## config.mk

```make
export PLATFORM = sky130hd
export DESIGN_NAME = homing_stall_sequencer
export DESIGN_NICKNAME = d
export VERILOG_FILES = /design/src/hdl/hss_pkg.sv /design/src/hdl/hss_step.sv /design/src/hdl/homing_stall_sequencer.sv
export SDC_FILE = /design/constraint.sdc
export NUM_CORES = 1
export LEC_CHECK = 0
export BUFFER_PORTS_ARGS = -buffer_cell sky130_fd_sc_hd__buf_2
export CAP_MARGIN = 20
export CORE_AREA = 2 2 189 191
export CTS_CLUSTER_SIZE = 30
export DETAILED_ROUTE_END_ITERATION = 8
export DIE_AREA = 0 0 191 193
export HOLD_SLACK_MARGIN = 0.15
export MAX_ROUTING_LAYER = met4
export PLACE_DENSITY = 0.54
export SYNTH_ARGS = -nofsm -noshare
export SYNTH_HDL_FRONTEND = slang
export SYNTH_SLANG_ARGS = --single-unit
```

## constraint.sdc

```tcl
create_clock -name clock -period 6.4 [get_ports clock]
set_clock_uncertainty 0.2 [all_clocks]
set_input_delay 0.64 -clock clock [delete_from_list [all_inputs] [get_ports clock]]
set_output_delay 0.64 -clock clock [all_outputs]
set_load 0.02 [all_outputs]
```

## src/hdl/hss_pkg.sv

```systemverilog
// Shared types, codes and helpers for the homing stall sequencer.
package hss_pkg;

   // Command codes carried by each input transaction
   localparam logic [1:0] CMD_TICK   = 2'd0;
   localparam logic [1:0] CMD_START  = 2'd1;
   localparam logic [1:0] CMD_CANCEL = 2'd2;
   localparam logic [1:0] CMD_EXPIRY = 2'd3;

   // Mode codes, also reported as status
   localparam logic [2:0] MODE_IDLE  = 3'd0;
   localparam logic [2:0] MODE_SEEK  = 3'd1;
   localparam logic [2:0] MODE_BACK  = 3'd2;
   localparam logic [2:0] MODE_HOMED = 3'd3;
   localparam logic [2:0] MODE_FAIL  = 3'd4;

   // Configuration register indexes
   localparam logic [2:0] REG_HOMING_MV        = 3'd0;
   localparam logic [2:0] REG_BACKOFF_MV       = 3'd1;
   localparam logic [2:0] REG_BACKOFF_TIME_MS  = 3'd2;
   localparam logic [2:0] REG_RUN_TIMEOUT_MS   = 3'd3;
   localparam logic [2:0] REG_CURRENT_LIMIT_MA = 3'd4;
   localparam logic [2:0] REG_CURRENT_HOLD_MS  = 3'd5;
   localparam logic [2:0] REG_SPEED_LIMIT_RPM  = 3'd6;
   localparam logic [2:0] REG_STALL_HOLD_MS    = 3'd7;

   typedef struct packed {
      logic signed [15:0] homing_mv;
      logic [14:0]        backoff_mv;
      logic [15:0]        backoff_time_ms;
      logic [15:0]        run_timeout_ms;
      logic [15:0]        current_limit_ma;
      logic [15:0]        current_hold_ms;
      logic [14:0]        speed_limit_rpm;
      logic [15:0]        stall_hold_ms;
   } cfg_type;

   typedef struct packed {
      logic [2:0]  mode;
      logic [15:0] run_elapsed;
      logic [15:0] phase_elapsed;
      logic [15:0] overcurrent_elapsed;
      logic [15:0] stall_elapsed;
      logic        overcurrent_active;
      logic        stall_active;
      logic        seen_moving;
   } state_type;

   typedef struct packed {
      logic               drive_write;
      logic signed [15:0] drive_mv;
      logic               zero_pulse;
      logic [2:0]         status;
   } result_type;

   // Saturating millisecond counter increment
   function automatic logic [15:0] sat_inc(input logic [15:0] v);
      sat_inc = (v == 16'hFFFF) ? v : v + 16'd1;
   endfunction

endpackage

```

## src/hdl/hss_step.sv

```systemverilog
// Next-state and result logic for one transaction of the homing sequencer.
module hss_step #(
   parameter int GRACE_MS = 100
) (
   input  hss_pkg::cfg_type    cfg,
   input  hss_pkg::state_type  st,
   input  logic [1:0]          command,
   input  logic                limit_pressed,
   input  logic [15:0]         current_ma,
   input  logic signed [15:0]  velocity_rpm,
   output hss_pkg::state_type  nxt,
   output hss_pkg::result_type res
);
   import hss_pkg::*;

   localparam logic [15:0] GraceLim = 16'(GRACE_MS);

   logic        homing;
   logic [15:0] run_i;
   logic [15:0] phase_i;
   logic        grace_done;
   logic [15:0] speed;
   logic [15:0] oc_el;
   logic [15:0] st_el;
   logic        stop;
   logic [2:0]  target;
   logic signed [15:0] backoff_neg;

   always_comb begin
      homing      = (st.mode == MODE_SEEK) || (st.mode == MODE_BACK);
      run_i       = sat_inc(st.run_elapsed);
      phase_i     = sat_inc(st.phase_elapsed);
      grace_done  = run_i >= GraceLim;
      speed       = velocity_rpm[15] ? 16'(-velocity_rpm) : 16'(velocity_rpm);
      backoff_neg = 16'(16'd0 - {1'b0, cfg.backoff_mv});
      oc_el       = 16'd0;
      st_el       = 16'd0;
      stop        = 1'b0;
      target      = st.mode;
      nxt         = st;
      res         = '0;

      unique case (command)
         CMD_START: begin
            nxt        = '0;
            nxt.mode   = MODE_SEEK;
            target     = MODE_SEEK;
         end
         CMD_CANCEL: begin
            if (homing) begin
               res.drive_write = 1'b1;
               target          = MODE_IDLE;
            end
         end
         CMD_EXPIRY: begin
            res.drive_write = 1'b1;
            if (homing) target = MODE_FAIL;
         end
         default: begin
            if (homing) begin
               nxt.run_elapsed   = run_i;
               nxt.phase_elapsed = phase_i;
               res.drive_write   = 1'b1;
               if (st.mode == MODE_SEEK) begin
                  if (cfg.run_timeout_ms != 16'd0 && run_i >= cfg.run_timeout_ms) begin
                     target = MODE_FAIL;
                  end else begin
                     res.drive_mv = cfg.homing_mv;
                     // limit switch stops at once
                     if (limit_pressed) stop = 1'b1;
                     // over-current dwell after the startup grace
                     if (!stop && cfg.current_limit_ma != 16'd0) begin
                        if (current_ma < cfg.current_limit_ma || !grace_done) begin
                           nxt.overcurrent_active  = 1'b0;
                           nxt.overcurrent_elapsed = 16'd0;
                        end else begin
                           oc_el = st.overcurrent_active ?
                                   sat_inc(st.overcurrent_elapsed) : 16'd0;
                           nxt.overcurrent_active  = 1'b1;
                           nxt.overcurrent_elapsed = oc_el;
                           if (oc_el >= cfg.current_hold_ms) stop = 1'b1;
                        end
                     end
                     // stall dwell once moving or past grace
                     if (!stop && cfg.speed_limit_rpm != 15'd0) begin
                        if (speed >= {1'b0, cfg.speed_limit_rpm}) begin
                           nxt.seen_moving   = 1'b1;
                           nxt.stall_active  = 1'b0;
                           nxt.stall_elapsed = 16'd0;
                        end else if (st.seen_moving || grace_done) begin
                           st_el = st.stall_active ? sat_inc(st.stall_elapsed) : 16'd0;
                           nxt.stall_active  = 1'b1;
                           nxt.stall_elapsed = st_el;
                           if (st_el >= cfg.stall_hold_ms) stop = 1'b1;
                        end
                     end
                     if (stop) begin
                        res.drive_mv   = 16'sd0;
                        res.zero_pulse = 1'b1;
                        if (cfg.backoff_time_ms != 16'd0 && cfg.backoff_mv != 15'd0)
                           target = MODE_BACK;
                        else
                           target = MODE_HOMED;
                     end
                  end
               end else begin
                  // back off at the opposite sign until the time runs out
                  if (phase_i >= cfg.backoff_time_ms) begin
                     target = MODE_HOMED;
                  end else if (cfg.homing_mv[15]) begin
                     res.drive_mv = 16'({1'b0, cfg.backoff_mv});
                  end else begin
                     res.drive_mv = backoff_neg;
                  end
               end
            end
         end
      endcase

      // clear phase timers on a change of mode
      if (target != st.mode) begin
         nxt.mode                = target;
         nxt.phase_elapsed       = 16'd0;
         nxt.overcurrent_elapsed = 16'd0;
         nxt.stall_elapsed       = 16'd0;
         nxt.overcurrent_active  = 1'b0;
         nxt.stall_active        = 1'b0;
      end
      res.status = nxt.mode;
   end

endmodule

```

## src/hdl/homing_stall_sequencer.sv

```systemverilog
// Top level of the motor homing sequencer with stall and over-current detection.
// Each accepted request's response is registered in the output or the skid register.
// Throughput: one transaction per cycle unless stalled; single-pass step logic.
// A skid register holds one response while the output side stalls.
// Reset (synchronous, active high) clears mode, timers, flags and all
// configuration registers, and empties the output stage.
module homing_stall_sequencer #(
   parameter int GRACE_MS = 100
) (
   input  logic               clock,
   input  logic               reset,
   input  logic               req_valid,
   output logic               req_stall,
   input  logic [1:0]         req_command,
   input  logic               req_limit_pressed,
   input  logic [15:0]        req_current_ma,
   input  logic signed [15:0] req_velocity_rpm,
   output logic               rsp_valid,
   input  logic               rsp_stall,
   output logic               rsp_drive_write,
   output logic signed [15:0] rsp_drive_mv,
   output logic               rsp_zero_pulse,
   output logic [2:0]         rsp_status,
   input  logic               csr_valid,
   output logic               csr_ready,
   input  logic [2:0]         csr_index,
   input  logic [15:0]        csr_data
);
   import hss_pkg::*;

   cfg_type    cfg_ff;
   state_type  state_ff;
   state_type  state_in;
   result_type step_res;
   result_type out_ff;
   result_type skid_ff;
   logic       out_valid_ff;
   logic       skid_valid_ff;
   logic       req_take;
   logic       rsp_take;

   assign csr_ready = 1'b1;
   assign req_stall = skid_valid_ff;
   assign req_take  = req_valid && !req_stall;
   assign rsp_take  = out_valid_ff && !rsp_stall;

   hss_step #(
      .GRACE_MS(GRACE_MS)
   ) u_step (
      .cfg           (cfg_ff),
      .st            (state_ff),
      .command       (req_command),
      .limit_pressed (req_limit_pressed),
      .current_ma    (req_current_ma),
      .velocity_rpm  (req_velocity_rpm),
      .nxt           (state_in),
      .res           (step_res)
   );

   // Write configuration registers
   always_ff @(posedge clock) begin
      if (reset) begin
         cfg_ff <= '0;
      end else if (csr_valid && csr_ready) begin
         unique case (csr_index)
            REG_HOMING_MV:        cfg_ff.homing_mv        <= csr_data;
            REG_BACKOFF_MV:       cfg_ff.backoff_mv       <= csr_data[14:0];
            REG_BACKOFF_TIME_MS:  cfg_ff.backoff_time_ms  <= csr_data;
            REG_RUN_TIMEOUT_MS:   cfg_ff.run_timeout_ms   <= csr_data;
            REG_CURRENT_LIMIT_MA: cfg_ff.current_limit_ma <= csr_data;
            REG_CURRENT_HOLD_MS:  cfg_ff.current_hold_ms  <= csr_data;
            REG_SPEED_LIMIT_RPM:  cfg_ff.speed_limit_rpm  <= csr_data[14:0];
            REG_STALL_HOLD_MS:    cfg_ff.stall_hold_ms    <= csr_data;
            default:              cfg_ff                  <= cfg_ff;
         endcase
      end
   end

   // Advance sequencer state on each accepted transaction; all zero is idle
   always_ff @(posedge clock) begin
      if (reset) begin
         state_ff <= '0;
      end else if (req_take) begin
         state_ff <= state_in;
      end
   end

   // Hold valid flags of the output register and skid stage
   always_ff @(posedge clock) begin
      if (reset) begin
         out_valid_ff  <= 1'b0;
         skid_valid_ff <= 1'b0;
      end else if (skid_valid_ff) begin
         if (rsp_take) skid_valid_ff <= 1'b0;
      end else if (req_take) begin
         if (out_valid_ff && rsp_stall) skid_valid_ff <= 1'b1;
         else                           out_valid_ff  <= 1'b1;
      end else if (rsp_take) begin
         out_valid_ff <= 1'b0;
      end
   end

   // Load response payloads
   always_ff @(posedge clock) begin
      if (skid_valid_ff) begin
         if (rsp_take) out_ff <= skid_ff;
      end else if (req_take) begin
         if (out_valid_ff && rsp_stall) skid_ff <= step_res;
         else                           out_ff  <= step_res;
      end
   end

   assign rsp_valid       = out_valid_ff;
   assign rsp_drive_write = out_ff.drive_write;
   assign rsp_drive_mv    = out_ff.drive_mv;
   assign rsp_zero_pulse  = out_ff.zero_pulse;
   assign rsp_status      = out_ff.status;

endmodule
```

== Word-level counts from Yosys, hierarchy flattened ==
Index checks and enable logic that the tools add are counted.
W data, S select, Z words.

* $add $sub $neg: 6
* Magnitude comparators: 7
* Equal/unequal tests: 23
* Muxes and demuxes: 75
* Bitwise gates (word level): 2
* Reduce and logical (&&, ||, !) cells: 50

{| class="wikitable"
|+ Operator list
! cell !! count
|-
| $mux W16 || 15
|-
| $pmux W67 S2 || 1
|-
| $mux W21 || 4
|-
| $mux W35 || 2
|-
| $mux W67 || 1
|-
| $add A16 B1 Y16 const B || 4
|-
| $eq A16 B16 Y1 const B || 4
|-
| $ge A16 B16 Y1 || 4
|-
| $mux W17 || 3
|-
| $mux W50 || 1
|-
| $reduce_bool A16 Y1 || 3
|-
| $mux W1 || 35
|-
| $reduce_bool A15 Y1 || 2
|-
| $mux W3 || 9
|-
| $mux W18 || 1
|-
| $ge A16 B15 Y1 || 1
|-
| $ge A16 B7 Y1 const B || 1
|-
| $lt A16 B16 Y1 || 1
|-
| $neg A16 Y16 || 1
|-
| $reduce_and A2 Y1 || 8
|-
| $sub A1 B15 Y16 const A || 1
|-
| $reduce_and A3 Y1 || 5
|-
| $reduce_and A7 Y1 || 2
|-
| $eq A3 B3 Y1 const B || 4
|-
| other kinds (22) || 50
|}

* Register bits after elaboration: 240
* Input port bits: 59
* Logic and storage cells: 189

== Longest topological paths before layout ==
Gate-level depths: netlist of run 1.

* Word-level depth: 33
* Gate-level depth with buffers: 23

== Modules after synthesis ==
Synthesis of run 1 repeated with hierarchy kept, for this count alone.

* Cells, all modules: 1971
* Area, all modules: 15254.6 sq um

{| class="wikitable"
|+ Modules (own cells, without submodules)
! module !! times used !! cells each !! area each (sq um) !! sequential area each (sq um)
|-
| homing_stall_sequencer || 1 || 962 || 8624.5 || 5225.0
|-
| hss_step || 1 || 1009 || 6630.1 || 0.0
|}

== Worst setup path before layout of run 1 ==
Ideal clock, no wire load.

* Path type: register to register
* Start point: register state_ff[42] (netlist bit)
* End point: register state_ff[32] (netlist bit)
* Data arrival time: 4762 ps
* Path slack: 1321 ps
* Stages on the path, launching flop included: 24
* Path buffers: 3
* Clock period less this slack: 5079 ps
* Path through: dfxtp_1 nand4_1 nor3_1 nand3_1 or3_1 clkbuf_1 and3_1 and3_1 nor3b_1 nor2b_1 or2_2 ha_1 a21o_1 a21o_1 a221oi_1 o21a_1 nand4b_1 a2bb2oi_1 o31ai_1 and4b_4 and4b_1 buf_6 buf_6 a22o_1

* Cells in the longest elaborated chain, start to end: 10
* Elaborated cells between the ends (all ways): 16

{| class="wikitable"
|+ RTL lines
! what !! line !! RTL
|-
| start: declaration || homing_stall_sequencer.sv:32 || <nowiki>state_type state_ff;</nowiki>
|-
| start signal: assignment || homing_stall_sequencer.sv:84 || <nowiki>state_ff <= state_in;</nowiki>
|-
| $add A16 B1 Y16 or $eq A16 B16 Y1 (tied branches) || hss_pkg.sv:58 || <nowiki>sat_inc = (v == 16'hFFFF) ? v : v + 16'd1;</nowiki>
|-
| $mux W16 (*) || hss_pkg.sv:58 ||
|-
| $ge A16 B16 Y1 (*) || hss_step.sv:108 || <nowiki>if (phase_i >= cfg.backoff_time_ms) begin</nowiki>
|-
| $mux W3 (*) || hss_step.sv:108 ||
|-
| $mux W3 (*) || hss_step.sv:64 || <nowiki>if (st.mode == MODE_SEEK) begin</nowiki>
|-
| $mux W3 (*) || hss_step.sv:60 || <nowiki>if (homing) begin</nowiki>
|-
| $pmux W3 S3 (*) || hss_step.sv:43 || <nowiki>unique case (command)</nowiki>
|-
| $ne A3 B3 Y1 (*) || hss_step.sv:121 || <nowiki>if (target != st.mode) begin</nowiki>
|-
| $ne A3 B3 Y1 (no line) (tied with other cells) || - ||
|-
| $reduce_and A6 Y1 (no line) || - ||
|}

Every way passes the cells marked *; elsewhere a longest branch is shown, timed or not.
A chain may end at the register's enable or synchronous reset.

== Worst setup path in the final report of run 1 ==
* Start point: register state_ff[39] (netlist bit)
* End point: register state_ff[19] (netlist bit)

Same word-level chain as after synthesis.

==> results.txt, run 1 <==
H-tree depth = 1
Crit share post-route = 91.3%
Via Count = 12100
Root buf cell = clkbuf_16
Crit. End Element = flip-flop
Max-cap viol count = 0
CP max-delay cell = nor3_1
Ratio of cells with drive above 1 in the final layout = 10.9%
Max IR drop VDD = 0.198 mV
RSZ-0062 raised after global routing = no
Io pins = 83
Crit-path cells = nand4_1 > nor3_1 > nand3_1 > or3_1 > and3_1 > and3_1 > nor3b_1 > nor2b_1 > or2_2 > ha_1 > a21o_1 > a21o_1 > a221oi_1 > o21a_1 > nand4b_1 > a2bb2oi_1 > or4_4 > and4b_4 > and4b_1 > buf_4 > a32o_1
Buffers on Ports = 81
Mapped Nets = 1894
Crit-path max cell delay = 0.52 ns
Clock-pin slew on the worst setup and hold paths = 0.06 ns
Setup TNS = 0 ns
Reg2reg start = state_ff[39]
Status = finished clean
DRT Pass-1 Iters = 7
Post-layout util = 44.2%
Total congestion overflow = 0
RR Endpoint = state_ff[19]
DRT antenna net count = 0
Reg2reg path depth = 21
Final-report max-slew violation count = 0
Starting density of the core = 39.2%
Worst hold path startpoint = req_valid
Clock buffer depth = 3
Slew at the pin closest to its max-slew limit = 0.969 ns
Reg2Reg Setup Slack = 0.56 ns
DIE HEIGHT = 193 um
Synth unique cells = 67
CTS Buf Count = 29
Commonest non-fill, non-tap cells in the layout = nand2_1, a21oi_1, dfxtp_1
Vias in the first global route = 11300
1st-iter DRT viols = 868
Worst skew pair latency = 0.56 ns
Endpoints failing setup = 0
Post-DP HPWL = 26.9 mm
Commonest non-fill, non-tap cell in the layout = nand2_1
Worst setup path category = flip-flop to flip-flop
Filler cells = 3579
Yosys warns = 0
Leak = 5.72 nW
All-Layer GR Usage = 21.4%
Die X = 191 um
TritonCTS clock tree = built
Cell Pwr Density = 241 mW/mm^2
Min cycle time layout = 5.84 ns
Tightest Hold Check Type = input pin to flip-flop
Cell family with the largest share of critical-path delay = simple AND/OR/NAND/NOR gates
CP required = 6.69 ns
Ys flop type = dfxtp_1
CP max FO = 22
Clock Sinks = 240
Crit path DAT = 6.14 ns
Final WL = 38.1 mm
Sequential share of the synthesized area = 38.2%
First-pass GRT wire length = 60.9 mm
Post-Synthesis Cells = 1735
Gpl congestion = 0.884
Cell Rows = 69
Post-synthesis instance area = 0.0137 mm^2
Vias per cell = 5.36
Number of enable flip-flop cells after synthesis = 42
Layout Nets = 1930
Die area = 0.0369 mm^2
Core footprint = 0.0350 mm^2
WP buf/inv = 1
Final hold vios = 0
Antenna cells = 0
Area Growth Syn to Fin = 12.9%
Min-Delay Endpoint = req_stall
#FFs+latches synth = 240
Avg Synthesized Cell Area = 7.89 um^2
Crit path launch type = flip-flop
Max Freq = 171 MHz
Worst slew margin = 34.5%
Largest net degree at the start of global routing = 78
Hold path cells = 3
Asr flop ratio synth = 0%
Residual DRC = 0
WL/cell = 16.9 um
Initial antenna violation count = 0
==> worst register-to-register path: stages, from the launching register on <==
cell	delay (ns)
dfxtp_1	0.43
nand4_1	0.18
nor3_1	0.52
nand3_1	0.13
or3_1	0.47
and3_1	0.27
and3_1	0.22
nor3b_1	0.15
nor2b_1	0.14
or2_2	0.27
ha_1	0.29
a21o_1	0.16
a21o_1	0.16
a221oi_1	0.26
o21a_1	0.17
nand4b_1	0.11
a2bb2oi_1	0.31
or4_4	0.21
and4b_4	0.45
and4b_1	0.25
buf_4	0.24
a32o_1	0.19
==> where the power goes <==
part	switching (mW)	internal [mW]	total [mW]
Sequential	0.0261	1.57	1.60
Combinational	0.282	0.147	0.429
Clock	0.669	1.03	1.70
==> cells in the mapped netlist (13+ instances only) <==
master / n / area [um^2]
a211oi_1: 15 / 113
a21o_1: 14 / 105
a21oi_1: 203 / 1020
a22o_1: 16 / 140
a31oi_1: 20 / 125
and3_1: 16 / 100
clkbuf_1: 72 / 270
dfxtp_1: 198 / 3960
edfxtp_1: 42 / 1260
ha_1: 100 / 1250
inv_1: 142 / 533
mux2_2: 27 / 304
nand2_1: 380 / 1430
nand2b_1: 14 / 87.6
nand3_1: 46 / 230
nand4_1: 28 / 175
nor2_1: 80 / 300
nor3_1: 29 / 145
nor4_1: 20 / 125
o21ai_0: 35 / 175
o22ai_1: 21 / 131
or3_1: 13 / 81.3
xnor2_1: 38 / 333
xor2_1: 18 / 158
==> cells by family (layout without fill, tap and decap cells) <==
logic type	after synthesis	in the layout	share of synthesized area [%]
buffers and inverters	237	296	6.84
other	1	1	0.0274
flip-flops	240	240	38.2
multiplexers	27	27	2.22
adder cells (fa/ha/maj)	100	100	9.14
AND/OR/NAND/NOR	675	675	22.3
AO/OA/AOI/OAI	399	399	17.8
XOR/XNOR	56	56	3.58
==> worst max path at each step <==
stage	slack (ns)	startpoint	end	cells after the start
6_report	0.56	state_ff[39]	state_ff[19]	21
5_1_grt	0.06	state_ff[39]	state_ff[9]	20
4_1_cts	0.35	state_ff[39]	state_ff[9]	20
3_5_place_dp	0.39	state_ff[39]	state_ff[1]	20
3_3_place_gp	0.61	state_ff[39]	state_ff[1]	20
2_1_floorplan	1.32	state_ff[42]	state_ff[32]	23
==> state kept, by name, indices dropped and copies added, names as in the netlist <==
register and count:
cfg_ff 126, skid_ff 21, rsp_zero_pulse 1, rsp_drive_write 1, rsp_valid 1, req_stall 1
rsp_status 3, state_ff 70, rsp_drive_mv 16
==> layer usage <==
metal	vias up	share of wire (%)	GRT usage (%)
met5	-	0	-
met4	0	2.9	6.29
met3	70	4.8	2.71
met2	281	45	34.0
met1	5652	47	28.4
li1	6087	-	-
==> cell type report <==
cell class,instances,area (um^2),area share (%)
multi-input cells,1258,7550,48.9
flip-flops and latches,240,5230,33.8
clock buffers,36,782,5.06
repair buffers,100,584,3.78
well taps,461,577,3.73
inverters,142,533,3.45
clock inverters,18,201,1.30
==> metrics by stage <==
step | cells | setup WS (ns) | total power, mW | hold slack [ns] | instance area, um^2
after detailed placement | 2194 | 0.385 | 2.05 | 0.247 | 14400
after CTS | 2248 | 0.346 | 3.76 | 0.198 | 15400
after global routing | 2255 | 0.0609 | 3.87 | 0.218 | 15500
final | 2255 | 0.558 | 3.72 | 0.209 | 15500
after global placement | 2194 | 0.607 | 2.05 | 0.242 | 14400
after floorplan | 1735 | 1.32 | 1.92 | 0.236 | 13700
==> repair_timing <==
| item | in CTS | in global routing |
|---|---|---|
| gates resized for setup | 0 | 2 |
| hold buffers | 0 | 0 |
| setup buffers | 0 | 0 |
| setup endpoints to repair | 0 | 17 |
No activity file was read; power rests on OpenSTA's default activity.
==> run 2, diff against run 1 <==
REMOVE_ABC_BUFFERS = 1   (was not set)
==> results.txt, run 2 (synthesis gave the netlist of run 1 again) <==
Crit path DAT = 6.21 ns
Regs by FF count = cfg_ff x126, state_ff x70, skid_ff x21
Core footprint = 0.0350 mm^2
Worst skew pair latency = 0.56 ns
Max IR drop VDD = 0.193 mV
Hold Slack = 0.207 ns
Post-DP HPWL = 26.8 mm
Worst slew margin = 27.6%
Clock buffer depth = 3
Via Count = 12000
Die area = 0.0369 mm^2
Crit path launch type = flip-flop
RSZ-0062 raised after global routing = no
Tightest Hold Check Type = input pin to flip-flop
Top reg by flops = cfg_ff
Hold-fix buffers at CTS = 0
Reg2reg path depth = 21
Final WL = 37.8 mm
Cell Rows = 69
Crit share post-route = 92.5%
DP Worst Slack = 0.604 ns
TritonCTS clock tree = built
Clock Sinks = 240
Cell Pwr Density = 244 mW/mm^2
Min-Delay Endpoint = req_stall
Crit-path cells = nand4_1 > nor3_1 > buf_4 > nand3_1 > or3_1 > and3_1 > and3_1 > nor3b_1 > nor2b_1 > or2_2 > ha_1 > a21o_1 > a21o_1 > a221oi_1 > o21a_1 > nand4b_1 > a2bb2oi_1 > or4_4 > and4b_4 > and4b_1 > a22o_1
CTS Buf Count = 29
Total congestion overflow = 0
Cell Area, Placed = 0.0144 mm^2
Setup ws final = 0.481 ns
WL/cell = 16.8 um
Final hold vios = 0
Final-report max-slew violation count = 0
Clock-pin slew on the worst setup and hold paths = 0.06 ns
Vias in the first global route = 11200
Gpl congestion = 0.834
Crit. End Element = flip-flop
Reg2Reg Setup Slack = 0.48 ns
Slew at the pin closest to its max-slew limit = 1.08 ns
H-tree depth = 1
Buffers on Ports = 81
Largest net degree at the start of global routing = 82
Endpoints failing setup = 0
Io pins = 83
All-Layer GR Usage = 21.2%
Worst hold path startpoint = req_valid
RR Endpoint = state_ff[20]
Layout Nets = 1925
Ratio of cells with drive above 1 in the final layout = 10.7%
Post-cts resize count = 0
1st-iter DRT viols = 753
DIE HEIGHT = 193 um
Min cycle time layout = 5.92 ns
Commonest non-fill, non-tap cell in the layout = nand2_1
Leak = 5.71 nW
Die X = 191 um
Vias per cell = 5.34
Post-route design area = 0.0154 mm^2
Crit-path max cell delay = 0.70 ns
CP max FO = 22
CP max-delay cell = and4b_1
DRT Pass-1 Iters = 7
First-pass GRT wire length = 60.4 mm
Reg2reg start = state_ff[39]
Starting density of the core = 39.2%
Setup Buffers After CTS = 0
Worst setup path category = flip-flop to flip-flop
Status = finished clean
Initial antenna violation count = 3
Flip-flop count of the largest register after layout = 126
Max-cap viol count = 0
DRT antenna net count = 0
Commonest non-fill, non-tap cells in the layout = nand2_1, a21oi_1, dfxtp_1
Area Growth Syn to Fin = 12.7%
Max Freq = 169 MHz
Residual DRC = 0
Root buf cell = clkbuf_16
Setup TNS = 0 ns
Hold path cells = 3
CP required = 6.69 ns
## run 2: changes by cell type in the layout (fill, tap and decap cells not counted), moves of 2 or more
cell / previous run / this run
buf_4: 17 / 13
nor3_2: 0 / 2
nor3_1: 29 / 27
clkbuf_8: 4 / 8
diode_2: 0 / 4
clkinvlp_4: 3 / 1
## run 2: power breakdown
group | switching, mW | internal (mW)
clock | 0.665 | 1.08
sequential | 0.0244 | 1.57
combinational | 0.279 | 0.143
## run 2: cell type report
type	instances	area (um^2)
Inverter	142	533
Fill cell	3527	19500
Sequential cell	240	5230
Timing Repair Buffer	95	524
Multi-Input combinational cell	1258	7550
Tap cell	461	577
Clock buffer	40	847
Clock inverter	14	173
Antenna cell	4	10.0
## run 2: stage by stage
step,util [%],total power [mW],instances
floorplan,-,1.88,1640
global placement,41.1,2.05,2191
detailed placement,41.1,2.05,2194
CTS,44.1,3.81,2248
global route,44.1,3.92,2253
finish,44.2,3.76,2254
## run 2: metal layers
| metal | global-route usage, % | vias up | part of all wire, % |
|---|---|---|---|
| met1 | 27.9 | 5639 | 47 |
| met3 | 2.59 | 59 | 4.8 |
| met4 | 5.96 | 0 | 2.9 |
| li1 | - | 6086 | - |
| met5 | - | - | 0 |
| met2 | 34.3 | 254 | 45 |
## run 2: worst max-delay path by stage
| stage | slack, ns | cells past startpoint | start | endpoint |
|---|---|---|---|---|
| 5_1_grt | 0.04 | 21 | state_ff[39] | state_ff[1] |
| 2_1_floorplan | 1.18 | 20 | state_ff[42] | state_ff[19] |
| 4_1_cts | 0.57 | 21 | state_ff[39] | state_ff[19] |
| 3_5_place_dp | 0.60 | 21 | state_ff[39] | state_ff[19] |
| 3_3_place_gp | 0.67 | 21 | state_ff[39] | state_ff[19] |
| 6_report | 0.48 | 21 | state_ff[39] | state_ff[20] |
## run 2: worst max-delay path: cells and delay by family (launching register included)
kind	cells	cell delay, ns
AO/OA/AOI/OAI	6	1.35
adder cells (fa/ha/maj)	1	0.29
buffers and inverters	1	0.16
flip-flops	1	0.42
AND/OR/NAND/NOR	13	3.41
==> run 3, diff against run 2 <==
PLACE_DENSITY = 0.56   (was 0.54)
SLEW_MARGIN = 0   (was not set)
clock period = 4.8 ns   (was 6.4 ns; I/O delays follow)
==> results.txt, run 3 (synthesis gave the netlist of run 1 again) <==
Commonest non-fill, non-tap cell in the layout = nand2_1
Clock-pin slew on the worst setup and hold paths = 0.06 ns
Post-layout util = 47.3%
Crit-path cells = nand4_1 > nor3_2 > nand3_1 > or3_4 > and3_4 > and3_4 > nor3b_4 > nor2b_4 > or2_4 > ha_4 > a21o_1 > a21o_1 > a221oi_2 > o21a_1 > nand4b_1 > a2bb2oi_2 > or4_4 > and4b_4 > and4b_4 > buf_12 > a22o_1
Core footprint = 0.0350 mm^2
Tightest Hold Check Type = input pin to flip-flop
Final-report max-slew violation count = 0
Largest net degree at the start of global routing = 78
WP buf/inv = 1
CP max-delay cell = or3_4
RR Endpoint = state_ff[25]
Cell family with the largest share of critical-path delay = simple AND/OR/NAND/NOR gates
1st-iter DRT viols = 758
Die area = 0.0369 mm^2
Regs by FF count = cfg_ff x126, state_ff x70, skid_ff x21
Total congestion overflow = 0
Post-DP HPWL = 28.0 mm
Max IR drop VDD = 0.304 mV
Failing checks = negative setup slack
Via Count = 12700
Endpoints failing setup = 4
Worst hold path startpoint = csr_data[5]
H-tree depth = 1
Flip-flop count of the largest register after layout = 126
Final hold vios = 0
Root buf cell = clkbuf_16
Cell Rows = 69
All-Layer GR Usage = 22.0%
RSZ-0062 raised after global routing = yes
Worst slew margin = 32.3%
DRT Pass-1 Iters = 5
Total Power = 4.84 mW
Setup ws final = -0.00574 ns
Area Growth Syn to Fin = 20.9%
CP required = 5.08 ns
TritonCTS clock tree = built
Vias per cell = 5.34
Min cycle time layout = 4.81 ns
Commonest non-fill, non-tap cells in the layout = nand2_1, a21oi_1, dfxtp_1
Crit share post-route = 100%
DIE HEIGHT = 193 um
Crit-path max cell delay = 0.38 ns
Status = finished with violations
Top reg by flops = cfg_ff
Worst skew pair latency = 0.56 ns
Clock buffer depth = 3
Io pins = 83
Final WL = 39.8 mm
Reg2reg start = state_ff[39]
Area occupied by multi-input gates = 0.00774 mm^2
Gpl congestion = 0.848
Crit path launch type = flip-flop
Antenna cells = 0
Layout Nets = 2044
Reg2reg path depth = 21
Max-cap viol count = 0
Clock Sinks = 240
Slew at the pin closest to its max-slew limit = 1.01 ns
Leak = 6.32 nW
WL/cell = 16.8 um
Crit path DAT = 5.09 ns
DRT antenna net count = 0
Initial antenna violation count = 0
Starting density of the core = 39.2%
Ratio of cells with drive above 1 in the final layout = 16.9%
Cell Pwr Density = 292 mW/mm^2
Hold path cells = 3
First-pass GRT wire length = 63.1 mm
Residual DRC = 0
Min-Delay Endpoint = cfg_ff[100]
Die X = 191 um
Max Freq = 208 MHz
Vias in the first global route = 12000
CTS Buf Count = 28
Crit. End Element = flip-flop
Filler cells = 3475
Buffers on Ports = 81
Reg2Reg Setup Slack = -0.006 ns
Worst setup path category = flip-flop to flip-flop
Register area = 0.00523 mm^2
CP max FO = 5
-- run 3: changes by cell type in the layout (fill, tap and decap cells not counted), moves of 4 or more --
cell           delta
dlygate4sd3_1    +17
buf_4            +94
buf_12            +4
dfxtp_2           +5
dfxtp_1           -5
diode_2           -4
-- run 3: repair_timing --
item                                    in CTS  in global routing
endpoints found under the setup margin      59                 76
hold buffers                                17                  0
setup buffers                                0                  4
gates resized for setup                     12                 33
hold endpoints to repair                   102                  0
cloned                                       0                  2
pin swaps                                    4                 41
-- run 3: power by group --
part / switching (mW) / internal, mW
Combinational: 0.399 / 0.243
Clock: 0.865 / 1.20
Sequential: 0.0298 / 2.10
-- run 3: stage by stage --
| stage | setup TNS, ns | hold slack (ns) | cell area [um^2] | instances | setup WS [ns] |
|---|---|---|---|---|---|
| floorplan | -12.76 | 0.230 | 13300 | 1640 | -0.418 |
| global placement | -12.76 | 0.243 | 15100 | 2286 | -0.322 |
| detailed placement | -6.66 | 0.247 | 15200 | 2290 | -0.241 |
| CTS | 0 | 0.157 | 16300 | 2358 | 0.00102 |
| global route | -8.50 | 0.172 | 16600 | 2367 | -0.233 |
| finish | -0.0114 | 0.179 | 16600 | 2367 | -0.00574 |
-- run 3: worst max-delay path by stage --
| stage | from | end | slack, ns | cells after the start |
|---|---|---|---|---|
| final | state_ff[39] | state_ff[25] | -0.006 | 21 |
| after global routing | state_ff[23] | state_ff[27] | -0.23 | 21 |
| after CTS | state_ff[26] | state_ff[25] | 0.001 | 20 |
| after detailed placement | state_ff[42] | state_ff[36] | -0.24 | 21 |
| after global placement | state_ff[6] | rsp_drive_mv[2] | -0.32 | 21 |
| after floorplan | state_ff[42] | state_ff[19] | -0.42 | 20 |
-- run 3: per-layer routing --
metal | vias up | GRT usage, % | wire (um)
li1 | 6315 | - | -
met1 | 6000 | 28.4 | 18400
met2 | 271 | 36.4 | 18400
met3 | 64 | 2.84 | 2020
met4 | 0 | 5.81 | 981
met5 | - | - | 0
-- run 3: final cells by class --
class	instances	area share, %
timing repair buffer	215	9.55
clock buffer	39	4.79
multi-input combinational	1258	46.8
tap	461	3.49
sequential	240	31.6
clock inverter	12	0.582
inverter	142	3.22
-- run 3: tightest hold or removal path, cell delays in order --
cell and delay [ns]:
buf_2 0.24, nand2_1 0.11, a21oi_1 0.05
